==> src/hw/rtl/lrss_pkg.sv <==
// Shared types and constants for the light rating slot selector.
// Used by the front, queue, back and top level; no dependencies.
package lrss_pkg;

    localparam int SLOTS_DEF = 8;
    localparam int QDEPTH_DEF = 2;

    localparam logic [1:0] KIND_BEGIN = 2'd0;
    localparam logic [1:0] KIND_OFFER = 2'd1;
    localparam logic [1:0] KIND_EMIT  = 2'd2;
    localparam logic [1:0] KIND_NONE  = 2'd3;

    localparam logic [1:0] OUT_APPEND  = 2'd0;
    localparam logic [1:0] OUT_REPLACE = 2'd1;
    localparam logic [1:0] OUT_REJECT  = 2'd2;
    localparam logic [1:0] OUT_ENTRY   = 2'd3;

    localparam logic [31:0] RATE_MAX = 32'hFFFF_FFFF;

    typedef struct packed {
        logic [1:0]  kind;
        logic [15:0] id;
        logic [32:0] ax;
        logic [32:0] ay;
        logic [32:0] az;
        logic [31:0] c0;
        logic [31:0] c1;
        logic [31:0] c2;
    } t_item;

endpackage

==> src/hw/rtl/lrss_back.sv <==
// Back end: rating sequencer (shared multiplier, digit square root), slot list.
// Depends on lrss_pkg for codes and the word type.
module lrss_back import lrss_pkg::*; #(
    parameter int SLOTS = SLOTS_DEF
) (
    input  logic        i_clk,
    input  logic        i_rst_n,
    input  logic        i_nonempty,
    input  t_item       i_word,
    output logic        o_pop,
    output logic        o_strobe,
    output logic [1:0]  o_outcome,
    output logic [2:0]  o_slot,
    output logic [15:0] o_out_id,
    output logic [31:0] o_out_rating,
    output logic        o_valid_res,
    output logic        o_last
);
    localparam int IW = (SLOTS > 1) ? $clog2(SLOTS) : 1;
    localparam int CW = $clog2(SLOTS + 1);

    localparam logic [3:0] ST_IDLE   = 4'd0;
    localparam logic [3:0] ST_SQ     = 4'd1;
    localparam logic [3:0] ST_SQRT   = 4'd2;
    localparam logic [3:0] ST_LIN    = 4'd3;
    localparam logic [3:0] ST_QLO    = 4'd4;
    localparam logic [3:0] ST_QHI    = 4'd5;
    localparam logic [3:0] ST_SUM    = 4'd6;
    localparam logic [3:0] ST_DECIDE = 4'd7;
    localparam logic [3:0] ST_SCAN   = 4'd8;
    localparam logic [3:0] ST_EMIT   = 4'd9;

    logic [3:0]    r_state;
    logic [5:0]    r_cnt;
    t_item         r_it;
    logic [65:0]   r_acc;
    logic [67:0]   r_sv;
    logic [36:0]   r_rem;
    logic [33:0]   r_root;
    logic [67:0]   r_prod;
    logic [31:0]   r_lin;
    logic [31:0]   r_plo;
    logic [31:0]   r_rate;
    logic [CW-1:0] r_count;
    logic [IW-1:0] r_idx;
    logic [15:0]   r_light  [SLOTS];
    logic [31:0]   r_rating [SLOTS];

    logic [33:0] m_a;
    logic [33:0] m_b;
    logic [67:0] m_p;
    logic [36:0] rem_sh;
    logic [36:0] trial;
    logic        ge;
    logic [64:0] qsum;
    logic [31:0] quad;
    logic [33:0] tot;
    logic [31:0] rating;
    logic        n_strobe;

    always_comb begin
        m_a = '0;
        m_b = '0;
        unique case (r_state)
            ST_SQ: begin
                if (r_cnt == 6'd0) begin
                    m_a = 34'(r_it.ax);
                end else if (r_cnt == 6'd1) begin
                    m_a = 34'(r_it.ay);
                end else begin
                    m_a = 34'(r_it.az);
                end
                m_b = m_a;
            end
            ST_LIN: begin
                m_a = 34'(r_it.c1);
                m_b = r_root;
            end
            ST_QLO: begin
                m_a = 34'(r_it.c2);
                m_b = 34'(r_acc[31:0]);
            end
            ST_QHI: begin
                m_a = 34'(r_it.c2);
                m_b = 34'(r_acc[63:32]);
            end
            default: begin
                m_a = '0;
                m_b = '0;
            end
        endcase
        m_p = m_a * m_b;
    end

    assign rem_sh = {r_rem[34:0], r_sv[67:66]};
    assign trial  = {1'b0, r_root, 2'b01};
    assign ge     = (rem_sh >= trial);

    always_comb begin
        qsum = {1'b0, r_prod[63:0]} + 65'(r_plo);
        if (qsum[64:32] != '0 || (r_acc[65:64] != 2'b00 && r_it.c2 != '0)) begin
            quad = RATE_MAX;
        end else begin
            quad = qsum[31:0];
        end
        tot    = 34'(r_it.c0) + 34'(r_lin) + 34'(quad);
        rating = (tot[33:32] != 2'b00) ? RATE_MAX : tot[31:0];
    end

    always_comb begin
        unique case (r_state)
            ST_IDLE: n_strobe = i_nonempty && (i_word.kind == KIND_EMIT) && (r_count == '0);
            ST_DECIDE: n_strobe = (r_count < CW'(SLOTS));
            ST_SCAN: n_strobe = (r_rate < r_rating[r_idx]) || (r_idx == IW'(SLOTS - 1));
            ST_EMIT: n_strobe = 1'b1;
            default: n_strobe = 1'b0;
        endcase
    end

    assign o_pop = (r_state == ST_IDLE) && i_nonempty;

    always_ff @(posedge i_clk) begin
        r_prod <= m_p;
        if (!i_rst_n) begin
            r_state  <= ST_IDLE;
            r_count  <= '0;
            r_cnt    <= '0;
            r_idx    <= '0;
            o_strobe <= 1'b0;
        end else begin
            o_strobe <= n_strobe;
            unique case (r_state)
                ST_IDLE: begin
                    if (i_nonempty) begin
                        r_it  <= i_word;
                        r_cnt <= '0;
                        r_idx <= '0;
                        unique case (i_word.kind)
                            KIND_BEGIN: r_count <= '0;
                            KIND_OFFER: begin
                                r_acc   <= '0;
                                r_state <= ST_SQ;
                            end
                            KIND_EMIT: begin
                                if (r_count == '0) begin
                                    o_outcome    <= OUT_ENTRY;
                                    o_slot       <= '0;
                                    o_out_id     <= '0;
                                    o_out_rating <= '0;
                                    o_valid_res  <= 1'b0;
                                    o_last       <= 1'b1;
                                end else begin
                                    r_state <= ST_EMIT;
                                end
                            end
                            default: r_state <= ST_IDLE;
                        endcase
                    end
                end
                ST_SQ: begin
                    if (r_cnt != 6'd0) begin
                        r_acc <= r_acc + 66'(r_prod);
                    end
                    if (r_cnt == 6'd3) begin
                        r_sv    <= {2'b00, r_acc + 66'(r_prod)};
                        r_rem   <= '0;
                        r_root  <= '0;
                        r_cnt   <= '0;
                        r_state <= ST_SQRT;
                    end else begin
                        r_cnt <= r_cnt + 1'b1;
                    end
                end
                ST_SQRT: begin
                    r_rem  <= ge ? rem_sh - trial : rem_sh;
                    r_root <= {r_root[32:0], ge};
                    r_sv   <= {r_sv[65:0], 2'b00};
                    if (r_cnt == 6'd33) begin
                        r_state <= ST_LIN;
                    end else begin
                        r_cnt <= r_cnt + 1'b1;
                    end
                end
                ST_LIN: r_state <= ST_QLO;
                ST_QLO: begin
                    r_lin   <= (r_prod[65:48] != '0) ? RATE_MAX : r_prod[47:16];
                    r_state <= ST_QHI;
                end
                ST_QHI: begin
                    r_plo   <= r_prod[63:32];
                    r_state <= ST_SUM;
                end
                ST_SUM: begin
                    r_rate  <= rating;
                    r_state <= ST_DECIDE;
                end
                ST_DECIDE: begin
                    if (r_count < CW'(SLOTS)) begin
                        r_light[r_count[IW-1:0]]  <= r_it.id;
                        r_rating[r_count[IW-1:0]] <= r_rate;
                        r_count      <= r_count + 1'b1;
                        o_outcome    <= OUT_APPEND;
                        o_slot       <= 3'(r_count[IW-1:0]);
                        o_out_id     <= r_it.id;
                        o_out_rating <= r_rate;
                        o_valid_res  <= 1'b1;
                        o_last       <= 1'b0;
                        r_state      <= ST_IDLE;
                    end else begin
                        r_idx   <= '0;
                        r_state <= ST_SCAN;
                    end
                end
                ST_SCAN: begin
                    if (r_rate < r_rating[r_idx]) begin
                        r_light[r_idx]  <= r_it.id;
                        r_rating[r_idx] <= r_rate;
                        o_outcome    <= OUT_REPLACE;
                        o_slot       <= 3'(r_idx);
                        o_out_id     <= r_it.id;
                        o_out_rating <= r_rate;
                        o_valid_res  <= 1'b1;
                        o_last       <= 1'b0;
                        r_state      <= ST_IDLE;
                    end else if (r_idx == IW'(SLOTS - 1)) begin
                        o_outcome    <= OUT_REJECT;
                        o_slot       <= '0;
                        o_out_id     <= r_it.id;
                        o_out_rating <= r_rate;
                        o_valid_res  <= 1'b1;
                        o_last       <= 1'b0;
                        r_state      <= ST_IDLE;
                    end else begin
                        r_idx <= r_idx + 1'b1;
                    end
                end
                ST_EMIT: begin
                    o_outcome    <= OUT_ENTRY;
                    o_slot       <= 3'(r_idx);
                    o_out_id     <= r_light[r_idx];
                    o_out_rating <= r_rating[r_idx];
                    o_valid_res  <= 1'b1;
                    if (CW'(r_idx) + 1'b1 == r_count) begin
                        o_last  <= 1'b1;
                        r_state <= ST_IDLE;
                    end else begin
                        o_last <= 1'b0;
                        r_idx  <= r_idx + 1'b1;
                    end
                end
                default: r_state <= ST_IDLE;
            endcase
        end
    end
endmodule
==> config.mk <==
export PLATFORM = sky130hd
export DESIGN_NAME = lrss_back
export DESIGN_NICKNAME = d
export VERILOG_FILES = /design/src/hw/rtl/lrss_pkg.sv /design/src/hw/rtl/lrss_back.sv
export SDC_FILE = /design/constraint.sdc
export NUM_CORES = 2
export LEC_CHECK = 0
export ABC_CLOCK_PERIOD_IN_PS = 17250
export CAP_MARGIN = 20
export CORE_ASPECT_RATIO = 0.7
export CORE_MARGIN = 4
export CORE_UTILIZATION = 45
export CTS_CLUSTER_SIZE = 40
export DETAILED_ROUTE_END_ITERATION = 8
export DONT_BUFFER_PORTS = 1
export HOLD_SLACK_MARGIN = 0.05
export PLACE_DENSITY = 0.69
export SETUP_SLACK_MARGIN = 0.02
export SLEW_MARGIN = 20
export SYNTH_ARGS = -nofsm -noshare
export SYNTH_HDL_FRONTEND = slang
export SYNTH_SLANG_ARGS = --single-unit
==> constraint.sdc <==
create_clock -name i_clk -period 17.25 [get_ports i_clk]
set_input_delay 0 -clock i_clk [delete_from_list [all_inputs] [get_ports i_clk]]
set_output_delay 0 -clock i_clk [all_outputs]
set_load 0.01 [all_outputs]
==> run metrics <==
status finished, violations left; failing checks DRC; count leader, synth inv_1; Slew Viols, Final 0; critical path required time 17840 ps; post-layout util 51.5%; dpl hpwl around 210000 um; Cell variety after synth 87; maximum fanout along the worst path between 50 and 60; area of the multi-input gates 0.0488 mm2; sequential-to-total area share from yosys stat 35.8%; PortBufs 0; Tot GR Track Use between 20% and 30%; Max Buffers Root-to-Sink 3; Max Clock Freq ~85 MHz; die span in x approximately 530 um; Slowest-stage cell, CP nand2b_1; Post-synth top cells 1182 x inv_1, 1022 x fa_1, 949 x edfxtp_1, 893 x nand2_1, 841 x nor2_1; hold buffers post-CTS between 400 and 500; Gates resized, CTS repair 0; detailed-route via count approximately 65k; Post-Syn Nets between 9k and 10k; Top cell by count, worst path fa_1; starting density of the core 45.5%; antenna-violating nets left 0; peak supply drop between 0.00009 and 0.0001 V; kind of start point of the critical path flop; DIE AREA 0.195 mm2; setup TNS 0 ps; # DRC 2; final setup vio count 0; drt pass-1 iters 9; Die Y about 370 um; Cell Area, Synth 0.0845 mm2; Primary FF master, synth edfxtp_1; min Tclk post-route 11720 ps; Worst Skew roughly 81 ps; pin count of the biggest net entering global routing just over 100; via-per-instance ratio roughly 6; CTS H-tree lvls 3; vias in the first global route 65.2k; global placer's final weighted congestion slightly above 1; clock latency on the worst-skew pair a little under 800 ps; WS Path Type reg -> reg; Max Cap Viol 0; Final Hold Fails 0; top post-synthesis cells by area edfxtp_1 34%, fa_1 24%, ha_1 7.1%, inv_1 5.3%, nand2_1 4.0%; # Post-CTS Setup Buffers 0; Ys Warns 0; number of flops mapped to enable cells by yosys ~950; crit-path max cell delay 980 ps; worst min-delay path category in -> reg; nets between 9k and 10k; 1st-iter DRT viols around 8.1k; WL/cell 26.9 um; share of cells above drive strength 1 under 10%; pwr/cell area 90.2 mW/mm2; Overflow after GRT 0; worst endpoint data arrival time 12310 ps; leakage power total ~40 nW; Post-synth ARST share 0%; CP endpoint kind flop; TritonCTS buffer count 99; core region area approximately 0.19 mm2; clock sinks approximately 1.0k; share of the synthesized area in the top cell type about 34%; IO Count 273; initial antenna violation count 19; TritonCTS clock tree done; first-pass GRT wire length around 430000 um; Seq cells post-synth ~1.0k; syn avg cell area approximately 11 um2; # fillers 15.8k; row count ~130; Reg area 0.0303 mm2; Worst-path clk slew approximately 60 ps; Slew headroom between 10% and 20%; Root Buffer clkbuf_16; fin crit share between 60% and 70%; post-synthesis to final-layout area growth 13.3%; worst-margin pin slew about 1300 ps; post-synthesis cell count just under 8k; WL final ~290000 um; unrepaired setup endpoints after global routing no; area leader, netlist edfxtp_1
==> stage by stage <==
stage,instances,worst slack [ps],power [mW],instance area [um2],hold slack [ps]
after floorplan,7844,7230,5.01,84500,98.9
after global placement,10121,6080,6.08,87900,98.9
after detailed placement,10122,5920,6.12,87900,98.9
after CTS,10734,5870,8.49,95600,348
after global routing,10737,5140,8.97,95600,389
final,10753,5530,8.63,95700,410
==> cell usage in the layout (no fill, tap or decap), types with 16 or more instances in the layout <==
cell           Yosys  final
inv_1           1182   1182
fa_1            1022   1022
edfxtp_1         949    949
nand2_1          893    892
nor2_1           841    839
ha_1             482    482
dlygate4sd3_1      0    428
a21oi_1          263    261
o21ai_0          246    245
buf_4              2    174
a21o_1           142    142
xnor2_1          131    131
clkbuf_16          0     99
mux4_2            96     96
nand2b_1          95     94
mux2i_1           93     93
nand4_1           87     87
dfxtp_1           87     84
xor2_1            78     78
nand3_1           77     76
nor2b_1           73     60
a211oi_1          59     57
nor3_1            44     40
and2_1            39     36
a222oi_1          32     32
a221o_1           33     31
o21a_1            30     30
a221oi_2           0     28
and3_1            27     27
a31oi_1           26     26
o21bai_1          26     26
nor4_1            23     21
clkinv_2           0     20
diode_2            0     19
o31ai_1           19     18
a21boi_0          18     18
clkinv_1           1     17
or3_1             18     16
==> layer usage <==
metal	vias to the layer above	part of all wire (%)	wire, um	global-route usage (%)
li1	26740	-	-	-
met1	32290	39	112000	39.8
met2	4600	41	117000	41.1
met3	929	15	42500	11.7
met4	10	5.8	16900	13.7
met5	-	0.092	266	1.26
==> kinds of logic (layout without fill, tap and decap cells) <==
logic type | Yosys count | in the layout | synth area share (%)
simple gates | 2291 | 2291 | 11.8
fa+ha+maj | 1504 | 1504 | 31.4
buf+inv | 1559 | 1970 | 6.96
other cells | 0 | 19 | 0
compound gates | 1055 | 1055 | 8.22
flops | 1036 | 1036 | 35.8
mux | 190 | 190 | 3.68
xor+xnor | 209 | 209 | 2.17
==> worst paths after layout <==
path,startpoint,end,depth (start not counted),slack (ps)
max reg2reg,r_state[0]$_SDFFE_PN0P_,r_prod[64]$_DFF_P_,28,5530
max,r_state[0]$_SDFFE_PN0P_,r_prod[64]$_DFF_P_,28,5530
min,i_word[78],r_it[78]$_DFFE_PP_,2,410
min reg2reg,r_sv[28]$_DFFE_PP_,r_sv[30]$_DFFE_PP_,2,520
==> cell type report <==
type,count,share of cell area (%)
clock buffer,115,2.69
antenna,19,0.0497
inverter,1183,4.64
sequential,1036,31.6
tap,2479,3.24
timing repair buffer,603,5.85
multi-input combinational,5249,51.0
clock inverter,69,0.874
==> critical path: cells and delay by family, from the launching register on <==
kind / cells / cell delay [ps]
AND/OR/NAND/NOR: 9 / 3210
AO/OA/AOI/OAI: 5 / 2070
adder cells (fa/ha/maj): 9 / 4520
flip-flops: 1 / 860
buffers and inverters: 4 / 640
XOR/XNOR: 1 / 150
==> where the power goes <==
group | switching, mW | total [mW] | internal, mW | leakage, nW
clock network | 1.07 | 2.33 | 1.26 | 1.64
logic | 2.07 | 3.08 | 1.02 | 28.3
registers | 0.247 | 3.22 | 2.97 | 9.38
==> state kept, by name, indices dropped and copies added (netlist names), 4 cells and up, named ones only <==
signal,cells
r_rating,256
o_out_rating,32
r_prod,66
r_count,4
r_rate,32
r_lin,32
r_state,4
r_it,211
r_root,34
r_acc,66
r_plo,32
o_out_id,16
r_light,128
r_cnt,6
r_sv,68
r_rem,35
No activity file was read; power rests on OpenSTA's default activity.
