$ cat src/hw/rtl/lrss_pkg.sv
// Shared types and constants for the light rating slot selector.
// Used by the front, queue, back and top level; no dependencies.
package lrss_pkg;

    localparam int SLOTS_DEF = 8;
    localparam int QDEPTH_DEF = 2;

    localparam logic [1:0] KIND_BEGIN = 2'd0;
    localparam logic [1:0] KIND_OFFER = 2'd1;
    localparam logic [1:0] KIND_EMIT  = 2'd2;
    localparam logic [1:0] KIND_NONE  = 2'd3;

    localparam logic [1:0] OUT_APPEND  = 2'd0;
    localparam logic [1:0] OUT_REPLACE = 2'd1;
    localparam logic [1:0] OUT_REJECT  = 2'd2;
    localparam logic [1:0] OUT_ENTRY   = 2'd3;

    localparam logic [31:0] RATE_MAX = 32'hFFFF_FFFF;

    typedef struct packed {
        logic [1:0]  kind;
        logic [15:0] id;
        logic [32:0] ax;
        logic [32:0] ay;
        logic [32:0] az;
        logic [31:0] c0;
        logic [31:0] c1;
        logic [31:0] c2;
    } t_item;

endpackage

$ cat src/hw/rtl/lrss_queue.sv
// Short FIFO of classified words between front and back.
// Depends on lrss_pkg for the word type.
module lrss_queue import lrss_pkg::*; #(
    parameter int DEPTH = QDEPTH_DEF
) (
    input  logic  i_clk,
    input  logic  i_rst_n,
    input  logic  i_push,
    input  t_item i_word,
    input  logic  i_pop,
    output t_item o_word,
    output logic  o_full,
    output logic  o_nonempty
);
    localparam int PW = (DEPTH > 1) ? $clog2(DEPTH) : 1;
    localparam int FW = $clog2(DEPTH + 1);

    t_item          r_mem [DEPTH];
    logic [PW-1:0]  r_head;
    logic [PW-1:0]  r_tail;
    logic [FW-1:0]  r_fill;

    assign o_word     = r_mem[r_head];
    assign o_full     = (r_fill == FW'(DEPTH));
    assign o_nonempty = (r_fill != '0);

    always_ff @(posedge i_clk) begin
        if (i_push) begin
            r_mem[r_tail] <= i_word;
        end
        if (!i_rst_n) begin
            r_head <= '0;
            r_tail <= '0;
            r_fill <= '0;
        end else begin
            if (i_push) begin
                r_tail <= (r_tail == PW'(DEPTH - 1)) ? '0 : r_tail + 1'b1;
            end
            if (i_pop) begin
                r_head <= (r_head == PW'(DEPTH - 1)) ? '0 : r_head + 1'b1;
            end
            if (i_push && !i_pop) begin
                r_fill <= r_fill + 1'b1;
            end else if (!i_push && i_pop) begin
                r_fill <= r_fill - 1'b1;
            end
        end
    end
endmodule

$ cat config.mk
export PLATFORM = sky130hd
export DESIGN_NAME = lrss_queue
export DESIGN_NICKNAME = d
export VERILOG_FILES = /design/src/hw/rtl/lrss_pkg.sv /design/src/hw/rtl/lrss_queue.sv
export SDC_FILE = /design/constraint.sdc
export NUM_CORES = 1
export LEC_CHECK = 0
export CORE_MARGIN = 3
export CORE_UTILIZATION = 30
export DETAILED_ROUTE_END_ITERATION = 12
export DONT_BUFFER_PORTS = 1
export HOLD_SLACK_MARGIN = 0.02
export PLACE_DENSITY = 0.5
export SLEW_MARGIN = 20
export SYNTH_ARGS = -nofsm -noshare
export SYNTH_HDL_FRONTEND = slang
export SYNTH_SLANG_ARGS = --single-unit
$ cat constraint.sdc
create_clock -name i_clk -period 12.8 [get_ports i_clk]
set_input_delay 2.56 -clock i_clk [delete_from_list [all_inputs] [get_ports i_clk]]
set_output_delay 2.56 -clock i_clk [all_outputs]
set_load 0.05 [all_outputs]
==> impl_metrics.env, run 1 <==
export IMPL_cts_root_buffer="clkbuf_16"
export IMPL_cts_tree="yes"
export IMPL_nets=937
export IMPL_grt_pass1_wl_mm=46.29
export IMPL_muxShareOfSynthArea_pct=18.64
export IMPL_skew_ns=0.008705
export IMPL_worst_slew_pin_slew_ns=0.9949
export IMPL_grt_ovfl_total=0
export IMPL_chipHeight_um=239.0
export IMPL_reg2reg_from="r_tail"
export IMPL_startpoint_type="flip-flop"
export IMPL_cts_setup_buffers=0
export IMPL_cpMostUsedCell="buf_4"
export IMPL_synthAdderAreaFrac_pct=0.07679
export IMPL_antenna_found_initial=1
export IMPL_ys_ff_latch=431
export IMPL_synth_top_cell_by_area="edfxtp_1"
export IMPL_synthTopCellsByArea="edfxtp_1 79%, mux2_4 16%, mux2_2 3.0%"
export IMPL_critPathMaxStageDelay_ns=0.97
export IMPL_clk_pin_slew_ns=0.05
export IMPL_yosys_top_cells_count="426 x edfxtp_1, 170 x mux2_4, 43 x mux2_2"
export IMPL_multi_input_area_mm2=0.003162
export IMPL_grtUsageTotal_pct=10.93
export IMPL_setup_violations=0
export IMPL_worst_ep_arrival_time_ns=3.74
export IMPL_routedWlPerCell_um=22.50
export IMPL_first_pass_iters=4
export IMPL_yosys_warnings=0
export IMPL_dp_hpwl_mm=21.56
export IMPL_cts_buffer_depth=3
export IMPL_fillCellCount=4941
export IMPL_die_area_mm2=0.05714
export IMPL_dp_cells=1357
export IMPL_hold_path_depth=2
export IMPL_first_global_vias=6829
export IMPL_rsz0062_at_grt="no"
export IMPL_routed_wl_mm=32.51
export IMPL_drv_cap=0
export IMPL_fin_tns_setup_ns=0
export IMPL_finalMaxSlewViolations=0
export IMPL_drive_gt1_share_pct=39.07
export IMPL_core_mm2=0.05318
export IMPL_hold_path_end="r_fill[1]"
export IMPL_syn_inst=685
export IMPL_synth_edff_count=426
export IMPL_cts_resized=0
export IMPL_r2r_cells=3
export IMPL_vias_per_cell=4.375
export IMPL_reg2reg_slack_ns=9.96
export IMPL_initial_core_util_pct=30.64
export IMPL_synth_cell_types=17
export IMPL_netlist_area_mm2=0.01629
export IMPL_seq_area_frac_synth_pct=79.13
export IMPL_hold_viol_final=0
export IMPL_hold_class="flip-flop to flip-flop"
export IMPL_vias=6322
export IMPL_grt_start_max_net_pins=154
export IMPL_synth_avg_cell_area_um2=23.79
export IMPL_async_reset_ff_share_pct=0
export IMPL_first_iter_violations=337
export IMPL_final_area_mm2=0.01845
export IMPL_regArea_mm2=0.01290
export IMPL_p_leak_nw=6.286
export IMPL_path_max_fanout=59
export IMPL_cts_sinks=431
export IMPL_worst_setup_path_end_kind="primary output"
export IMPL_reg2reg_to="r_mem[1][66]"
export IMPL_antenna_left=0
export IMPL_powerDensity_mw_per_mm2=183.4
export IMPL_place_congestion=0.7178
export IMPL_syn2layout_area_growth_pct=13.22
export IMPL_period_minus_slack_ns=6.300
export IMPL_worstSkewPairLatency_ns=0.55
export IMPL_yosys_area_share_simple_pct=0.3456
export IMPL_timing_slew_headroom_pct=33.54
export IMPL_rows=84
export IMPL_cp_slowest_cell="dfxtp_4"
export IMPL_cts_made_buffers=48
export IMPL_synth_nets=903
export IMPL_route_detailed_drc=0
export IMPL_place_area_mm2=0.01700
export IMPL_pin_count=432
export IMPL_synth_flop_cell="edfxtp_1"
export IMPL_fin_crit_sh_pct=49.22
export IMPL_irDropWorstVdd_uv=116.0
export IMPL_synth_xor_area_share_pct=0.1613
export IMPL_worstPathCellList="buf_4 > buf_4 > mux2_4"
export IMPL_portBuffers=0
export IMPL_synth_most_common_cell="edfxtp_1"
export IMPL_max_freq_mhz=158.7
export IMPL_synth_top_family_by_area="multiplexers"
export IMPL_fin_cells=1445
export IMPL_synth_compound_area_share_pct=0.1229
export IMPL_crit_type="flip-flop to primary output"
export IMPL_cp_data_required_time_ns=10.24
export IMPL_hp_start="r_fill[1]"
export IMPL_die_w_um=239.0
export IMPL_synth_top_area_share_pct=78.51
export IMPL_cts_max_level=2
export IMPL_status="finished clean"
export IMPL_ctsHoldBuffers=0
per-layer routing:
metal | vias up | GRT usage (%) | share of wire [%]
li1 | 2794 | - | -
met4 | 0 | 4.123 | 2.6
met5 | - | 0 | 0
met2 | 257 | 18.37 | 51
met3 | 54 | 5.861 | 12
met1 | 3217 | 11.61 | 35
cells in the final DEF, fill, tap and decap left out:
master,netlist,routed
buf_12,0,1
buf_6,20,1
o21a_1,1,1
xor2_1,2,2
clkinv_2,0,11
o21ai_0,1,1
or3_1,1,1
clkbuf_16,0,49
and2_4,0,1
diode_2,0,2
a21boi_0,1,1
nor2b_1,3,2
mux2_2,43,43
xnor2_1,1,1
clkinv_1,0,13
ha_1,1,1
edfxtp_1,426,426
buf_4,0,6
inv_6,0,1
or2_2,1,1
clkbuf_1,0,3
nor2b_4,0,1
mux2_4,170,170
and2_1,4,3
inv_1,1,1
clkinv_4,0,3
bufinv_16,0,1
dfxtp_1,5,4
dfxtp_4,0,1
clkinvlp_4,0,5
sequential cells by signal, summed over array words and instances, names as in the netlist, named ones only:
signal,flops
r_fill,2
r_head,1
r_mem,426
r_tail,1
power breakdown:
part           total (mW)  leakage [nW]  switching [mW]  internal (mW)
registers            1.66          4.04          0.0258           1.63
clock network        1.25         0.703           0.530          0.716
logic               0.476          1.54           0.354          0.122
worst max path at each step:
stage / endpoint / cells after the start
floorplan: r_tail / 2
global placement: o_word[115] / 3
detailed placement: o_word[121] / 3
CTS: o_word[121] / 3
global route: o_word[121] / 3
finish: o_word[121] / 3
kinds of logic (layout without fill, tap and decap cells):
group | count (synthesis) | count (layout)
muxes | 213 | 213
DFF | 431 | 431
and+or+nand+nor | 9 | 9
buffers and inverters | 25 | 95
adders and majority gates | 1 | 1
other | 0 | 2
AOI/OAI and AO/OA | 3 | 3
xor gates and xnor gates | 3 | 3
worst max-delay path: cells and delay by family (launching register included):
family | cells | cell delay (ns)
DFF | 1 | 0.97
buffers and inverters | 2 | 1.59
muxes | 1 | 0.44
final cells by class:
type                            instances  area share [%]
Sequential cell                       431           69.91
Multi-Input combinational cell        229           17.14
Clock buffer                           52           6.708
Tap cell                              688           4.666
Clock inverter                         34           1.119
Timing Repair Buffer                    8          0.4137
Antenna cell                            2         0.02713
Inverter                                1         0.02035
through the flow:
stage / setup WS [ns] / utilization (%) / power (mW) / hold slack, ns
after global routing: 6.234 / 34.68 / 3.512 / 0.5548
after CTS: 6.368 / 34.67 / 3.439 / 0.5185
after global placement: 7.022 / 31.96 / 2.173 / 0.4885
after detailed placement: 6.978 / 31.96 / 2.174 / 0.5034
after floorplan: 0.1939 / - / 2.143 / 0.4678
final: 6.500 / 34.69 / 3.383 / 0.5117
Power figures use the tool's default switching activity.
==> run 2: changes to the inputs <==
--- a/config.mk
+++ b/config.mk
@@ -5,12 +5,13 @@
 export SDC_FILE = /design/constraint.sdc
 export NUM_CORES = 1
 export LEC_CHECK = 0
+export ABC_AREA = 1
 export CORE_MARGIN = 3
 export CORE_UTILIZATION = 30
 export DETAILED_ROUTE_END_ITERATION = 12
 export DONT_BUFFER_PORTS = 1
 export HOLD_SLACK_MARGIN = 0.02
-export PLACE_DENSITY = 0.5
+export PLACE_DENSITY = 0.49
 export SLEW_MARGIN = 20
 export SYNTH_ARGS = -nofsm -noshare
 export SYNTH_HDL_FRONTEND = slang
==> constraint.sdc (replaced) <==
create_clock -name i_clk -period 6 [get_ports i_clk]
set_input_delay 1.2 -clock i_clk [delete_from_list [all_inputs] [get_ports i_clk]]
set_output_delay 1.2 -clock i_clk [all_outputs]
set_load 0.05 [all_outputs]
==> impl_metrics.env, run 2 <==
export IMPL_p_leak_nw=6.400
export IMPL_routed_wl_mm=33.61
export IMPL_first_pass_iters=4
export IMPL_synth_flop_cell="edfxtp_1"
export IMPL_synthTopCellsByArea="edfxtp_1 78%, mux2_4 16%, mux2_2 3.0%"
export IMPL_fin_cells=1453
export IMPL_pin_count=432
export IMPL_routedWlPerCell_um=23.13
export IMPL_synth_most_common_cell="edfxtp_1"
export IMPL_hp_start="r_head"
export IMPL_p_switching_mw=1.855
export IMPL_crit_buf_inv=1
export IMPL_ctsHoldBuffers=0
export IMPL_async_reset_ff_share_pct=0
export IMPL_path_max_fanout=39
export IMPL_drive_gt1_share_pct=37.39
export IMPL_syn_inst=698
export IMPL_largest_register="r_mem"
export IMPL_cts_sinks=431
export IMPL_path_delay_family="buffers and inverters"
export IMPL_p_total_mw=7.392
export IMPL_core_mm2=0.05318
export IMPL_worstSkewPairLatency_ns=0.55
export IMPL_grt_start_max_net_pins=110
export IMPL_cts_root_buffer="clkbuf_16"
export IMPL_finalMaxSlewViolations=0
export IMPL_seqPwrFrac_pct=47.8
export IMPL_hold_viol_final=0
export IMPL_synth_cell_types=14
export IMPL_synth_edff_count=426
export IMPL_route_detailed_drc=0
export IMPL_status="finished clean"
export IMPL_timing_hold_ws_ns=0.5155
export IMPL_combPwrFrac_pct=12.3
export IMPL_worst_slew_pin_slew_ns=0.9054
export IMPL_regArea_mm2=0.01290
export IMPL_first_global_vias=6761
export IMPL_rsz0062_at_grt="no"
export IMPL_reg2reg_to="r_mem[1][14]"
export IMPL_swShare_pct=25.09
export IMPL_irDropWorstVdd_uv=244.1
export IMPL_r2r_cells=3
export IMPL_rows=84
export IMPL_cts_tree="yes"
export IMPL_cts_buffer_depth=3
export IMPL_biggestRegsByFlops="r_mem x426, r_fill x2"
export IMPL_drv_cap=0
export IMPL_synth_top_area_share_pct=78.47
export IMPL_yosys_warnings=0
export IMPL_cp_data_required_time_ns=4.80
export IMPL_fin_tns_setup_ns=0
export IMPL_startpoint_type="flip-flop"
export IMPL_cp_slowest_cell="buf_4"
export IMPL_largest_reg_flops=426
export IMPL_hold_class="flip-flop to flip-flop"
export IMPL_worstPathCellList="buf_4 > mux2_2"
export IMPL_p_int_mw=5.537
export IMPL_die_w_um=239.1
export IMPL_clk_pin_slew_ns=0.06
export IMPL_multi_input_area_mm2=0.003142
export IMPL_grt_ovfl_total=0
export IMPL_syn2layout_area_growth_pct=14.32
export IMPL_vias=6421
export IMPL_diodes=0
export IMPL_netlist_area_mm2=0.01630
export IMPL_die_area_mm2=0.05717
export IMPL_setup_violations=0
export IMPL_seq_area_frac_synth_pct=79.09
export IMPL_grtUsageTotal_pct=11.19
export IMPL_antenna_left=0
export IMPL_vias_per_cell=4.419
export IMPL_cts_max_level=2
export IMPL_antenna_found_initial=3
export IMPL_dp_cells=1368
export IMPL_place_congestion=0.6938
export IMPL_ys_ff_latch=431
export IMPL_initial_core_util_pct=30.65
export IMPL_crit_type="flip-flop to primary output"
export IMPL_synth_top_cell_by_area="edfxtp_1"
export IMPL_pwr_share_clk_pct=39.9
export IMPL_final_common_cell="edfxtp_1"
export IMPL_portBuffers=0
export IMPL_chipHeight_um=239.1
export IMPL_fillCellCount=4956
export IMPL_fin_crit_sh_pct=59.39
export IMPL_max_freq_mhz=280.6
export IMPL_cts_made_buffers=46
export IMPL_critPathMaxStageDelay_ns=0.63
export IMPL_synth_nets=916
export IMPL_worst_ep_arrival_time_ns=2.36
export IMPL_reg2reg_slack_ns=3.61
export IMPL_hold_path_end="r_head"
export IMPL_period_minus_slack_ns=3.564
export IMPL_cts_setup_buffers=0
export IMPL_synth_avg_cell_area_um2=23.36
export IMPL_dp_hpwl_mm=22.05
export IMPL_nets=946
export IMPL_yosys_top_cells_count="426 x edfxtp_1, 170 x mux2_4, 43 x mux2_2"
export IMPL_final_cell_mix="426 x edfxtp_1, 170 x mux2_4, 49 x clkbuf_16"
export IMPL_powerDensity_mw_per_mm2=396.6
export IMPL_worst_setup_path_end_kind="primary output"
export IMPL_cts_resized=0
export IMPL_reg2reg_from="r_tail"
export IMPL_skew_ns=0.006348
export IMPL_first_iter_violations=316
export IMPL_timing_slew_headroom_pct=39.64
export IMPL_hold_path_depth=2
export IMPL_grt_pass1_wl_mm=46.98
[run 2: per-stage QoR]
step / setup slack [ns] / utilization, % / area (um^2)
floorplan: 0.04521 / - / 16310
global placement: 2.877 / 32.05 / 17040
detailed placement: 2.885 / 32.05 / 17040
CTS: 2.355 / 35.04 / 18640
global route: 2.309 / 35.04 / 18640
finish: 2.436 / 35.04 / 18640
[run 2: kinds of logic (layout without fill, tap and decap cells)]
logic type / Yosys count / count (layout) / share of synthesized area [%]
fa+ha+maj: 1 / 1 / 0.07674
compound gates: 2 / 2 / 0.06134
simple gates: 19 / 19 / 0.4605
buf+inv: 32 / 99 / 1.689
mux: 213 / 213 / 18.63
flops: 431 / 431 / 79.09
[run 2: layout make-up]
class,instances,share of cell area (%)
sequential,431,69.20
multi-input combinational,235,16.86
clock buffer,54,6.680
tap,688,4.619
clock inverter,31,1.866
timing repair buffer,6,0.5774
inverter,8,0.2014
[run 2: how the worst max path moves through the flow]
| stage | startpoint | end | cells after the start |
|---|---|---|---|
| 2_1_floorplan | i_push | r_mem[1][0] | 2 |
| 3_3_place_gp | i_push | r_mem[1][144] | 3 |
| 3_5_place_dp | i_push | r_mem[1][144] | 3 |
| 4_1_cts | flip-flop | o_word[197] | 2 |
| 5_1_grt | flip-flop | o_word[197] | 2 |
| 6_report | flip-flop | o_word[197] | 2 |
[run 2: tightest hold or removal path, cell delays in order, from the launching register on]
cell,delay (ns)
dfxtp_1,0.33
nor2_1,0.06
nor2_1,0.09
[run 2: layer usage]
metal | vias to the layer above | part of all wire [%] | GRT usage (%)
met5 | - | 0.098 | 0
met4 | 6 | 3.2 | 4.819
met3 | 79 | 12 | 6.195
met2 | 260 | 52 | 19.30
met1 | 3250 | 33 | 11.10
li1 | 2826 | - | -
[run 2: power by group through the flow]
stage	clock network, mW	logic, mW	registers, mW
after floorplan	0	0.833	3.60
after global routing	3.18	0.939	3.55
after detailed placement	0	0.926	3.60
after CTS	3.06	0.927	3.53
final	2.95	0.909	3.53
after global placement	0	0.927	3.59
