==> src/hw/rtl/lrss_pkg.sv <==
// Shared types and constants for the light rating slot selector.
// Used by the front, queue, back and top level; no dependencies.
package lrss_pkg;

    localparam int SLOTS_DEF = 8;
    localparam int QDEPTH_DEF = 2;

    localparam logic [1:0] KIND_BEGIN = 2'd0;
    localparam logic [1:0] KIND_OFFER = 2'd1;
    localparam logic [1:0] KIND_EMIT  = 2'd2;
    localparam logic [1:0] KIND_NONE  = 2'd3;

    localparam logic [1:0] OUT_APPEND  = 2'd0;
    localparam logic [1:0] OUT_REPLACE = 2'd1;
    localparam logic [1:0] OUT_REJECT  = 2'd2;
    localparam logic [1:0] OUT_ENTRY   = 2'd3;

    localparam logic [31:0] RATE_MAX = 32'hFFFF_FFFF;

    typedef struct packed {
        logic [1:0]  kind;
        logic [15:0] id;
        logic [32:0] ax;
        logic [32:0] ay;
        logic [32:0] az;
        logic [31:0] c0;
        logic [31:0] c1;
        logic [31:0] c2;
    } t_item;

endpackage

==> src/hw/rtl/lrss_front.sv <==
// Front end: accepts command words, holds the focus, forms distance magnitudes.
// Depends on lrss_pkg for kind codes and the word type.
module lrss_front import lrss_pkg::*; (
    input  logic        i_clk,
    input  logic        i_rst_n,
    input  logic        i_accept,
    input  logic [1:0]  i_kind,
    input  logic [15:0] i_light_id,
    input  logic signed [31:0] i_pos_x,
    input  logic signed [31:0] i_pos_y,
    input  logic signed [31:0] i_pos_z,
    input  logic [31:0] i_coef_const,
    input  logic [31:0] i_coef_linear,
    input  logic [31:0] i_coef_quad,
    output logic        o_push,
    output t_item       o_word
);
    logic signed [31:0] r_fx;
    logic signed [31:0] r_fy;
    logic signed [31:0] r_fz;

    function automatic logic [32:0] absdiff(input logic signed [31:0] p,
                                            input logic signed [31:0] f);
        logic signed [32:0] d;
        d = 33'(p) - 33'(f);
        return d[32] ? 33'(-d) : 33'(d);
    endfunction

    assign o_push = i_accept && (i_kind != KIND_NONE);

    always_comb begin
        o_word.kind = i_kind;
        o_word.id   = i_light_id;
        o_word.ax   = absdiff(i_pos_x, r_fx);
        o_word.ay   = absdiff(i_pos_y, r_fy);
        o_word.az   = absdiff(i_pos_z, r_fz);
        o_word.c0   = i_coef_const;
        o_word.c1   = i_coef_linear;
        o_word.c2   = i_coef_quad;
    end

    always_ff @(posedge i_clk) begin
        if (!i_rst_n) begin
            r_fx <= '0;
            r_fy <= '0;
            r_fz <= '0;
        end else if (i_accept && i_kind == KIND_BEGIN) begin
            r_fx <= i_pos_x;
            r_fy <= i_pos_y;
            r_fz <= i_pos_z;
        end
    end
endmodule

==> config.mk <==
export PLATFORM = sky130hd
export DESIGN_NAME = lrss_front
export DESIGN_NICKNAME = d
export VERILOG_FILES = /design/src/hw/rtl/lrss_pkg.sv /design/src/hw/rtl/lrss_front.sv
export SDC_FILE = /design/constraint.sdc
export NUM_CORES = 1
export LEC_CHECK = 0
export BUFFER_PORTS_ARGS = -buffer_cell sky130_fd_sc_hd__buf_2
export CORE_MARGIN = 4
export CORE_UTILIZATION = 30
export DETAILED_ROUTE_END_ITERATION = 6
export GPL_ROUTABILITY_DRIVEN = 0
export GPL_TIMING_DRIVEN = 0
export PLACE_DENSITY_LB_ADDON = 0.05
export SLEW_MARGIN = 20
export SYNTH_ARGS = -nofsm -noshare
export SYNTH_HDL_FRONTEND = slang
export SYNTH_SLANG_ARGS = --single-unit
==> constraint.sdc <==
create_clock -name i_clk -period 5.2 [get_ports i_clk]
set_input_delay 0.78 -clock i_clk [delete_from_list [all_inputs] [get_ports i_clk]]
set_output_delay 0.78 -clock i_clk [all_outputs]
set_load 0.02 [all_outputs]
==> results.toml, run 1 <==
[status]
status = "completed"

[setup_path]
max_stage_delay_ns = 0.42
cp-start-kind = "input pin"
crit_buf_inv = 3
critPathTopFamily = "simple AND/OR/NAND/NOR gates"
startpoint = "i_pos_x[0]"
worst-path-max-fanout = 8
path_cells = "buf_8, inv_4, ha_4, fa_2, and2b_2, o221a_4, o221a_4, a211oi_2, xor2_1, nand2b_1, or2_2, nor2b_2, nand3_1, or4_1, nor2_1, buf_2"
required_ns = 4.42
cp.arrival_ns = 4.34
criticalPathCategory = "input pin to output pin"
rr_endpoint = "r_fz[1]$_SDFFE_PN0P_"
rrSetupSlack_ns = 4.52
endpoint = "o_word[194]"
reg2reg_depth = 2
r2r-start = "r_fz[1]$_SDFFE_PN0P_"
crit_top_cell = "o221a_4"
path_depth = 16
cp-end-kind = "output pin"
cp_slowest_cell = "or4_1"

[timing]
relSlewSlack = 0.521
period_needed_ns = 5.12
fin_tns_setup_ns = 0
fin_skew_ns = 0
slew_violations = 0
fmax_mhz = 195
setup_viol = 0
tightestPinTransition_ns = 0.711
hold_viol = 0
final.period_utilization = 0.985
rsz0062_at_grt = "yes"

[power_and_ir_drop]
pwr-share-seq = 0.224
p_sw_frac = 0.459
total_power_uw = 3440
internal_power_uw = 1860
leakage_uw = 0.00647
ir_drop_v = 0.000160
p_clk_frac = 0.192
pwr-share-comb = 0.584
net-switching-power_uw = 1580
power_density_mw_per_mm2 = 218

[synthesis]
synth-seq-cells = 96
ys.flop_type = "dfxtp_1"
syn_nets = 2054
syn_area_per_cell_um2 = 7.16
yosysWarnings = 0
synth-edff-count = 0
async_flop_share = 0
yosysSeqAreaShare = 0.154
ys_types = 88
netlist_area_mm2 = 0.0124
syn_inst = 1739

[place]
port_buffers = 313
dp_cells = 2584
place_hpwl_um = 34800

[hold_path]
hold_class = "flop to flop"

[global_route]
grt_overflow_total = 0
grt_pass1_vias = 12100
grt_pass1_wl_um = 65100
antenna_found_initial = 1
grt_start_max_net_pins = 16
grt_usage = 0.178

[finish]
area_growth_pct = 26.5
utilization = 0.384
drive_gt1_frac = 0.293
fillCellCount = 4522
final_nets = 2406
final_cells = 2628

[drt]
vias_per_cell = 4.91
firstDrtPassIters = 5
num_vias = 12900
drc = 0
antenna_left = 0
finalWirelength_um = 42600
wl_per_cell_um = 16.2
drt-initial-drc-count = 651

[floorplanning]
start_util = 0.304
die_x_um = 212
fp.coreArea_mm2 = 0.0409
ios = 427
chipHeight_um = 212
die_area_mm2 = 0.0448
core.rowCount = 74

[clock_network]
cts_made_buffers = 9
cts_sinks = 96
worstSkewPairLatency_ns = 0.38
cts.reportedPaths.clkPinSlew_ns = 0.06
cts.htree.levels = 3
clockRootBuffer = "clkbuf_16"
cts_max_path_buffers = 2
cts_tree = "built"

[job]
max_cap_viol_count = 0
[power by group through the flow]
stage               combinational (uW)  sequential, uW  clock [uW]
floorplan                         1330             785           0
global placement                  1880             787           0
detailed placement                1890             788           0
CTS                               1940             771         700
global route                      2170             774         716
finish                            2010             771         659
[registers in the layout, indices dropped and copies added (netlist names)]
| signal | count |
|---|---|
| r_fx | 32 |
| r_fy | 32 |
| r_fz | 32 |
[cell usage in the layout (no fill, tap or decap), types with 7 or more instances in the layout]
master	synthesis	final
a21boi_0	101	100
a21o_1	38	38
a21oi_1	97	92
a31o_2	8	7
a31oi_1	19	16
and2_1	13	12
and4_1	7	7
buf_1	8	8
buf_2	10	315
buf_4	118	157
clkbuf_1	55	44
clkbuf_16	0	9
dfxtp_1	96	96
ha_1	99	95
inv_1	128	127
nand2_1	291	291
nand2b_1	14	14
nand3_1	28	27
nand4_1	22	22
nor2_1	82	81
nor2b_1	14	11
nor3_1	25	23
o211ai_1	18	18
o21a_1	27	27
o21ai_0	64	59
o21ai_1	10	9
o21bai_1	9	9
o31a_1	12	12
o31ai_1	18	16
or2_2	8	8
or3_1	11	9
xnor2_1	109	100
xnor2_2	0	8
xor2_1	52	52
[routing by layer]
metal / vias up / global-route usage / wire length (um) / part of all wire
met5: - / 0 / 0 / 0
met4: 0 / 0.0569 / 929 / 0.022
met3: 46 / 0.0225 / 2020 / 0.047
met2: 328 / 0.287 / 19500 / 0.46
met1: 5928 / 0.247 / 20200 / 0.47
li1: 6611 / - / - / -
[layout make-up]
type,count,area [um2],area share
Buffer,188,1200,0.0762
Antenna cell,1,2.50,0.000159
Clock inverter,5,33.8,0.00215
Multi-Input combinational cell,1322,9360,0.595
Sequential cell,96,1920,0.122
Tap cell,532,666,0.0423
Clock buffer,10,229,0.0146
Inverter,128,483,0.0307
Timing Repair Buffer,346,1840,0.117
[worst min-delay path by stage]
| stage | startpoint | endpoint | depth (start not counted) |
|---|---|---|---|
| 2_1_floorplan | r_fy[10]$_SDFFE_PN0P_ | r_fy[10]$_SDFFE_PN0P_ | 2 |
| 3_3_place_gp | r_fz[6]$_SDFFE_PN0P_ | r_fz[6]$_SDFFE_PN0P_ | 2 |
| 3_5_place_dp | r_fz[17]$_SDFFE_PN0P_ | r_fz[17]$_SDFFE_PN0P_ | 2 |
| 4_1_cts | r_fz[17]$_SDFFE_PN0P_ | r_fz[17]$_SDFFE_PN0P_ | 2 |
| 5_1_grt | r_fz[15]$_SDFFE_PN0P_ | r_fz[15]$_SDFFE_PN0P_ | 2 |
| 6_report | r_fz[17]$_SDFFE_PN0P_ | r_fz[17]$_SDFFE_PN0P_ | 2 |
[repair_timing]
action                     in CTS  in global routing
gates resized for setup        53                 74
setup buffers                  12                 21
setup endpoints to repair      80                 71
pin swaps                      12                 20
hold buffers                    0                  0
cloned                          0                  0
[kinds of logic after synthesis]
family	count (synthesis)	synth area share
compound gates	492	0.276
xor+xnor	162	0.116
fa+ha+maj	102	0.104
buf+inv	321	0.135
flops	96	0.154
mux	3	0.00241
simple gates	563	0.213
[through the flow]
stage | instance area (um2) | hold WS [ns] | worst slack (ns)
after detailed placement | 14700 | 0.457 | -0.809
after global routing | 15700 | 0.481 | -0.0932
after CTS | 15200 | 0.467 | -0.0602
final | 15700 | 0.460 | 0.0772
after floorplan | 12400 | 0.443 | 0.139
after global placement | 14700 | 0.451 | -0.757
[cell usage after synthesis (all sizes together) (38+ instances only)]
master  number  share of area
xnor2      110          0.079
dfxtp       96           0.15
a21boi     102          0.062
nand2      292          0.088
o21ai       74          0.030
nor2        82          0.025
a21o        38          0.023
buf        138          0.079
a21oi      100          0.041
ha          99           0.10
inv        128          0.039
xor2        52          0.037
clkbuf      55          0.017
[worst reg2reg max path, cell delays in order, from the launching register on]
cell      delay [ns]
dfxtp_1         0.38
nand2_1         0.07
a21boi_0        0.16
(Power assumes the default switching activity.)
==> run 2: changes to the inputs <==
Settings changed: CORE_MARGIN 4 to 8.
==> run 2 against run 1 <==
Effect of this change:
- the run now ends with negative setup slack left
- largest cell class unchanged
- critical path depth increased by 1
- final cell count is 0.11% lower
- cell area is 0.17% higher
- maximum frequency fell by 2.1%
- clock skew unchanged
- global-route usage decreased by 0.61 points
- via count decreased by 0.94%
- total power grew 2.0%
- utilization up 0.067 points
- worst hold slack improved by 0.0029 ns
- clock power rose by 7.9%
==> results.toml, run 2 (synthesized netlist as in run 1, its figures left out) <==
[status]
status = "finished with violations"
violations = "negative setup slack"

[setup_path]
cp_slowest_cell = "nor4_4"
max_stage_delay_ns = 0.43
criticalPathCategory = "input pin to output pin"
worst-path-max-fanout = 8
crit_buf_inv = 6
crit_top_cell = "buf_4"
r2r-start = "r_fx[0]$_SDFFE_PN0P_"
cp.arrival_ns = 4.45
critPathTopFamily = "simple AND/OR/NAND/NOR gates"
required_ns = 4.42
cp-end-kind = "output pin"
path_cells = "buf_2, ha_1, buf_4, o211ai_1, buf_4, a2111oi_4, o21ai_1, and4_1, or3_1, a21oi_1, nand4_1, nor4_4, buf_4, buf_4, a31oi_1, xnor2_1, buf_4"
cp-start-kind = "input pin"
startpoint = "i_pos_x[4]"

[drt]
num_vias = 12800
drc = 0
drt-initial-drc-count = 639
firstDrtPassIters = 5
antenna_left = 0
vias_per_cell = 4.87
finalWirelength_um = 44200
wl_per_cell_um = 16.8

[floorplanning]
core.rowCount = 74
die_area_mm2 = 0.0483
fp.coreArea_mm2 = 0.0409
ios = 427
start_util = 0.304
chipHeight_um = 220
die_x_um = 220

[finish]
seq_area_mm2 = 0.00192
area_growth_pct = 26.7
multiInputGateArea_mm2 = 0.00940
reg.largest.list = "r_fx (32), r_fy (32), r_fz (32)"
final_common_cell = "buf_2"
final_cells = 2625
final_nets = 2402
drive_gt1_frac = 0.291
fillCellCount = 4401
stdcell_area_mm2 = 0.0158
final_cell_mix = "buf_2 (317), nand2_1 (291), buf_4 (153), inv_1 (127), a21boi_0 (101)"

[timing]
setup_ws_ns = -0.0332
hold_viol = 0
relSlewSlack = 0.523
fin_skew_ns = 0
fin_tns_setup_ns = -0.0332
period_needed_ns = 5.23
rsz0062_at_grt = "yes"
slew_violations = 0
tightestPinTransition_ns = 0.713
fmax_mhz = 191
final.period_utilization = 1.01
setup_viol = 1

[hold_path]
worstHoldStart = "r_fy[29]$_SDFFE_PN0P_"
hold_class = "flop to flop"

[global_route]
grt_pass1_vias = 12100
grt_start_max_net_pins = 16
grt_usage = 0.172
use_met1 = 0.235
grt_pass1_wl_um = 67000
use_met3 = 0.0243
use_met2 = 0.277
grt_overflow_total = 0
antenna_found_initial = 0
busiest_layer = "met2"

[place]
port_buffers = 313
place_hpwl_um = 36500
dpl_cell_area_mm2 = 0.0147
dp_cells = 2584

[power_and_ir_drop]
internal_power_uw = 1910
net-switching-power_uw = 1590
pwr-share-comb = 0.577
pwr-share-seq = 0.220
ir_drop_v = 0.000158
total_power_uw = 3500
power_density_mw_per_mm2 = 222
p_sw_frac = 0.455
leakage_uw = 0.00647
p_clk_frac = 0.203

[clock_network]
cts.reportedPaths.clkPinSlew_ns = 0.08
holdBufCountCts = 0
clockRootBuffer = "clkbuf_16"
worstSkewPairLatency_ns = 0.38
cts.htree.levels = 3
cts_tree = "built"
cts_max_path_buffers = 2
cts_sinks = 96
cts_made_buffers = 9

[job]
max_cap_viol_count = 0
-- run 2: layout make-up --
| type | instances | area share |
|---|---|---|
| plain buffers | 189 | 0.0763 |
| flip-flops and latches | 96 | 0.122 |
| diodes | 1 | 0.000159 |
| clock inverters | 5 | 0.00357 |
| repair buffers | 341 | 0.114 |
| inverters | 128 | 0.0306 |
| well taps | 532 | 0.0422 |
| clock buffers | 11 | 0.0148 |
| multi-input cells | 1322 | 0.596 |
-- run 2: final timing paths --
| check | endpoint | slack (ns) | depth (start not counted) |
|---|---|---|---|
| worst max-delay path | o_word[191] | -0.03 | 17 |
| worst min-delay path | r_fy[29]$_SDFFE_PN0P_ | 0.46 | 2 |
| worst max register to register | r_fx[0]$_SDFFE_PN0P_ | 4.50 | 2 |
| worst min register to register | r_fy[29]$_SDFFE_PN0P_ | 0.46 | 2 |
-- run 2: tightest hold or removal path: stages, from the launching register on --
cell	delay (ns)
dfxtp_1	0.31
nand2_1	0.04
a21boi_0	0.06
-- run 2: stage by stage --
| stage | setup WS (ns) | hold WS (ns) | util |
|---|---|---|---|
| floorplan | 0.139 | 0.443 | - |
| global placement | -0.785 | 0.451 | 0.359 |
| detailed placement | -0.866 | 0.457 | 0.359 |
| CTS | -0.0524 | 0.467 | 0.375 |
| global route | -0.109 | 0.481 | 0.385 |
| finish | -0.0332 | 0.463 | 0.385 |
-- run 2: power groups by stage --
stage / clock network (uW) / logic, uW / registers [uW]
4_1_cts: 756 / 1970 / 771
5_1_grt: 776 / 2200 / 774
3_3_place_gp: 0 / 1900 / 787
3_5_place_dp: 0 / 1900 / 788
2_1_floorplan: 0 / 1330 / 785
6_report: 711 / 2020 / 771
-- run 2: what timing repair did --
action / CTS / global route
gates resized for setup: 67 / 69
pin swaps: 22 / 30
endpoints found under the setup margin: 85 / 71
setup buffers: 14 / 14
-- run 2: layer usage --
metal	vias up	share of wire
met5	-	0
met4	0	0.017
met3	28	0.047
met2	281	0.46
met1	5881	0.48
li1	6602	-
==> run 3: changes to the inputs <==
Settings changed: CELL_PAD_IN_SITES_DETAIL_PLACEMENT set to 1, CELL_PAD_IN_SITES_GLOBAL_PLACEMENT set to 1, HOLD_SLACK_MARGIN set to 0.1.
==> run 3 against run 2 <==
Effect of this change:
- the run now ends clean
- cell area is 0.37% lower
- sequential power hardly changed
- final cell count hardly changed
- critical path depth is 1 lower
- clock skew stayed put
- sequential share of layout area hardly changed
- non-clock buffer count stayed put
- die area stayed put
- worst hold slack better by 0.0013 ns
==> results.toml, run 3 (synthesized netlist as in run 1, its figures left out) <==
[clock_network]
cts.htree.levels = 3
cts_made_buffers = 9
cts_sinks = 96
cts_tree = "built"
clockRootBuffer = "clkbuf_16"
worstSkewPairLatency_ns = 0.37
cts_max_path_buffers = 2
cts.reportedPaths.clkPinSlew_ns = 0.07

[setup_path]
critPathTopFamily = "simple AND/OR/NAND/NOR gates"
cp.arrival_ns = 4.29
criticalPathCategory = "input pin to output pin"
crit_buf_inv = 3
cp-start-kind = "input pin"
cp_slowest_cell = "or4_4"
max_stage_delay_ns = 0.56
path_cells = "buf_2, inv_1, ha_2, fa_2, and2b_2, o221a_4, o21a_1, o31ai_4, and3_4, nand4bb_4, or4_4, nor4_4, nand2_2, o41ai_4, xnor2_1, buf_4"
worst-path-max-fanout = 5
rrSetupSlack_ns = 4.46
required_ns = 4.42
cp-end-kind = "output pin"

[finish]
area_growth_pct = 26.2
final_cell_mix = "buf_2 (316), nand2_1 (291), buf_4 (156), inv_1 (128), xnor2_1 (105)"
multiInputGateArea_mm2 = 0.00928
seq_area_mm2 = 0.00192
final_nets = 2402
final_common_cell = "buf_2"
stdcell_area_mm2 = 0.0157
drive_gt1_frac = 0.289
reg.largest.list = "r_fx (32), r_fy (32), r_fz (32)"
fillCellCount = 5192

[job]
max_cap_viol_count = 0

[floorplanning]
ios = 427
die_x_um = 220
start_util = 0.304
core.rowCount = 74
die_area_mm2 = 0.0483
chipHeight_um = 220
fp.coreArea_mm2 = 0.0409

[timing]
fin_skew_ns = 0
tightestPinTransition_ns = 0.723
period_needed_ns = 5.07
fmax_mhz = 197
setup_viol = 0
slew_violations = 0
relSlewSlack = 0.513
rsz0062_at_grt = "yes"
final.period_utilization = 0.976
hold_viol = 0

[place]
place_hpwl_um = 39200
dpl_cell_area_mm2 = 0.0147
port_buffers = 313

[drt]
wl_per_cell_um = 18.0
finalWirelength_um = 47200
drt-initial-drc-count = 434
num_vias = 13000
drc = 0
vias_per_cell = 4.97
antenna_left = 0
firstDrtPassIters = 5

[power_and_ir_drop]
power_density_mw_per_mm2 = 230
total_power_uw = 3610
leakage_uw = 0.00646
ir_drop_v = 0.000164

[global_route]
antenna_found_initial = 5
grt_usage = 0.186
grt_pass1_vias = 13500
grt_pass1_wl_um = 73100
grt_overflow_total = 0
grt_start_max_net_pins = 17

[status]
status = "completed"

[hold_path]
hold_class = "flop to flop"
[run 3: cell count changes in the layout (fill, tap and decap cells not counted), moves of 3 or more]
cell / previous run / this run
a21oi_2: 4 / 7
buf_4: 153 / 156
clkbuf_1: 46 / 43
o21ai_0: 57 / 60
xnor2_1: 100 / 105
xnor2_2: 9 / 3
[run 3: final cells by class]
class                   count  area share
well taps                 532      0.0424
multi-input cells        1322       0.591
flip-flops and latches     96       0.122
diodes                      2    0.000319
clock inverters             6     0.00733
repair buffers            344       0.116
inverters                 128      0.0306
clock buffers              10      0.0152
plain buffers             186      0.0755
[run 3: stage by stage]
| step | worst slack, ns | hold slack, ns | TNS (ns) | utilization | instances |
|---|---|---|---|---|---|
| after floorplan | 0.139 | 0.443 | 0 | - | 1739 |
| after global placement | -0.727 | 0.451 | -25.92 | 0.359 | 2584 |
| after detailed placement | -0.786 | 0.458 | -30.25 | 0.359 | 2584 |
| after CTS | 0.00635 | 0.468 | 0 | 0.374 | 2613 |
| after global routing | -0.117 | 0.487 | -0.242 | 0.384 | 2625 |
| final | 0.127 | 0.465 | 0 | 0.384 | 2626 |
[run 3: worst paths after layout]
path	start	to	cells after the start
worst min-delay path	r_fy[22]$_SDFFE_PN0P_	r_fy[22]$_SDFFE_PN0P_	2
worst max-delay path	i_pos_x[0]	o_word[193]	16
worst max register to register	r_fy[15]$_SDFFE_PN0P_	r_fy[15]$_SDFFE_PN0P_	2
worst min register to register	r_fy[22]$_SDFFE_PN0P_	r_fy[22]$_SDFFE_PN0P_	2
[run 3: worst reg2reg max path: cells and delay by family, from the launching register on]
family           cells  cell delay, ns
AND/OR/NAND/NOR      1            0.06
AO/OA/AOI/OAI        1            0.25
flip-flops           1            0.34
[run 3: power by group]
| part | switching, uW | leakage, uW | internal, uW |
|---|---|---|---|
| combinational | 1230 | 0.00551 | 768 |
| clock | 351 | 0.000169 | 487 |
| sequential | 12.1 | 0.000780 | 759 |
[run 3: timing repair]
item	in CTS	in global routing
pin swaps	14	28
buffers inserted	14	17
resized for setup	52	55
endpoints found under the setup margin	85	86
hold buffers	0	0
[run 3: layer usage]
| metal | vias to the layer above | track usage | wire [um] |
|---|---|---|---|
| met1 | 6151 | 0.242 | 22100 |
| met5 | - | 0 | 48 |
| met3 | 37 | 0.0276 | 1930 |
| met2 | 238 | 0.318 | 22400 |
| li1 | 6605 | - | - |
| met4 | 8 | 0.0446 | 691 |
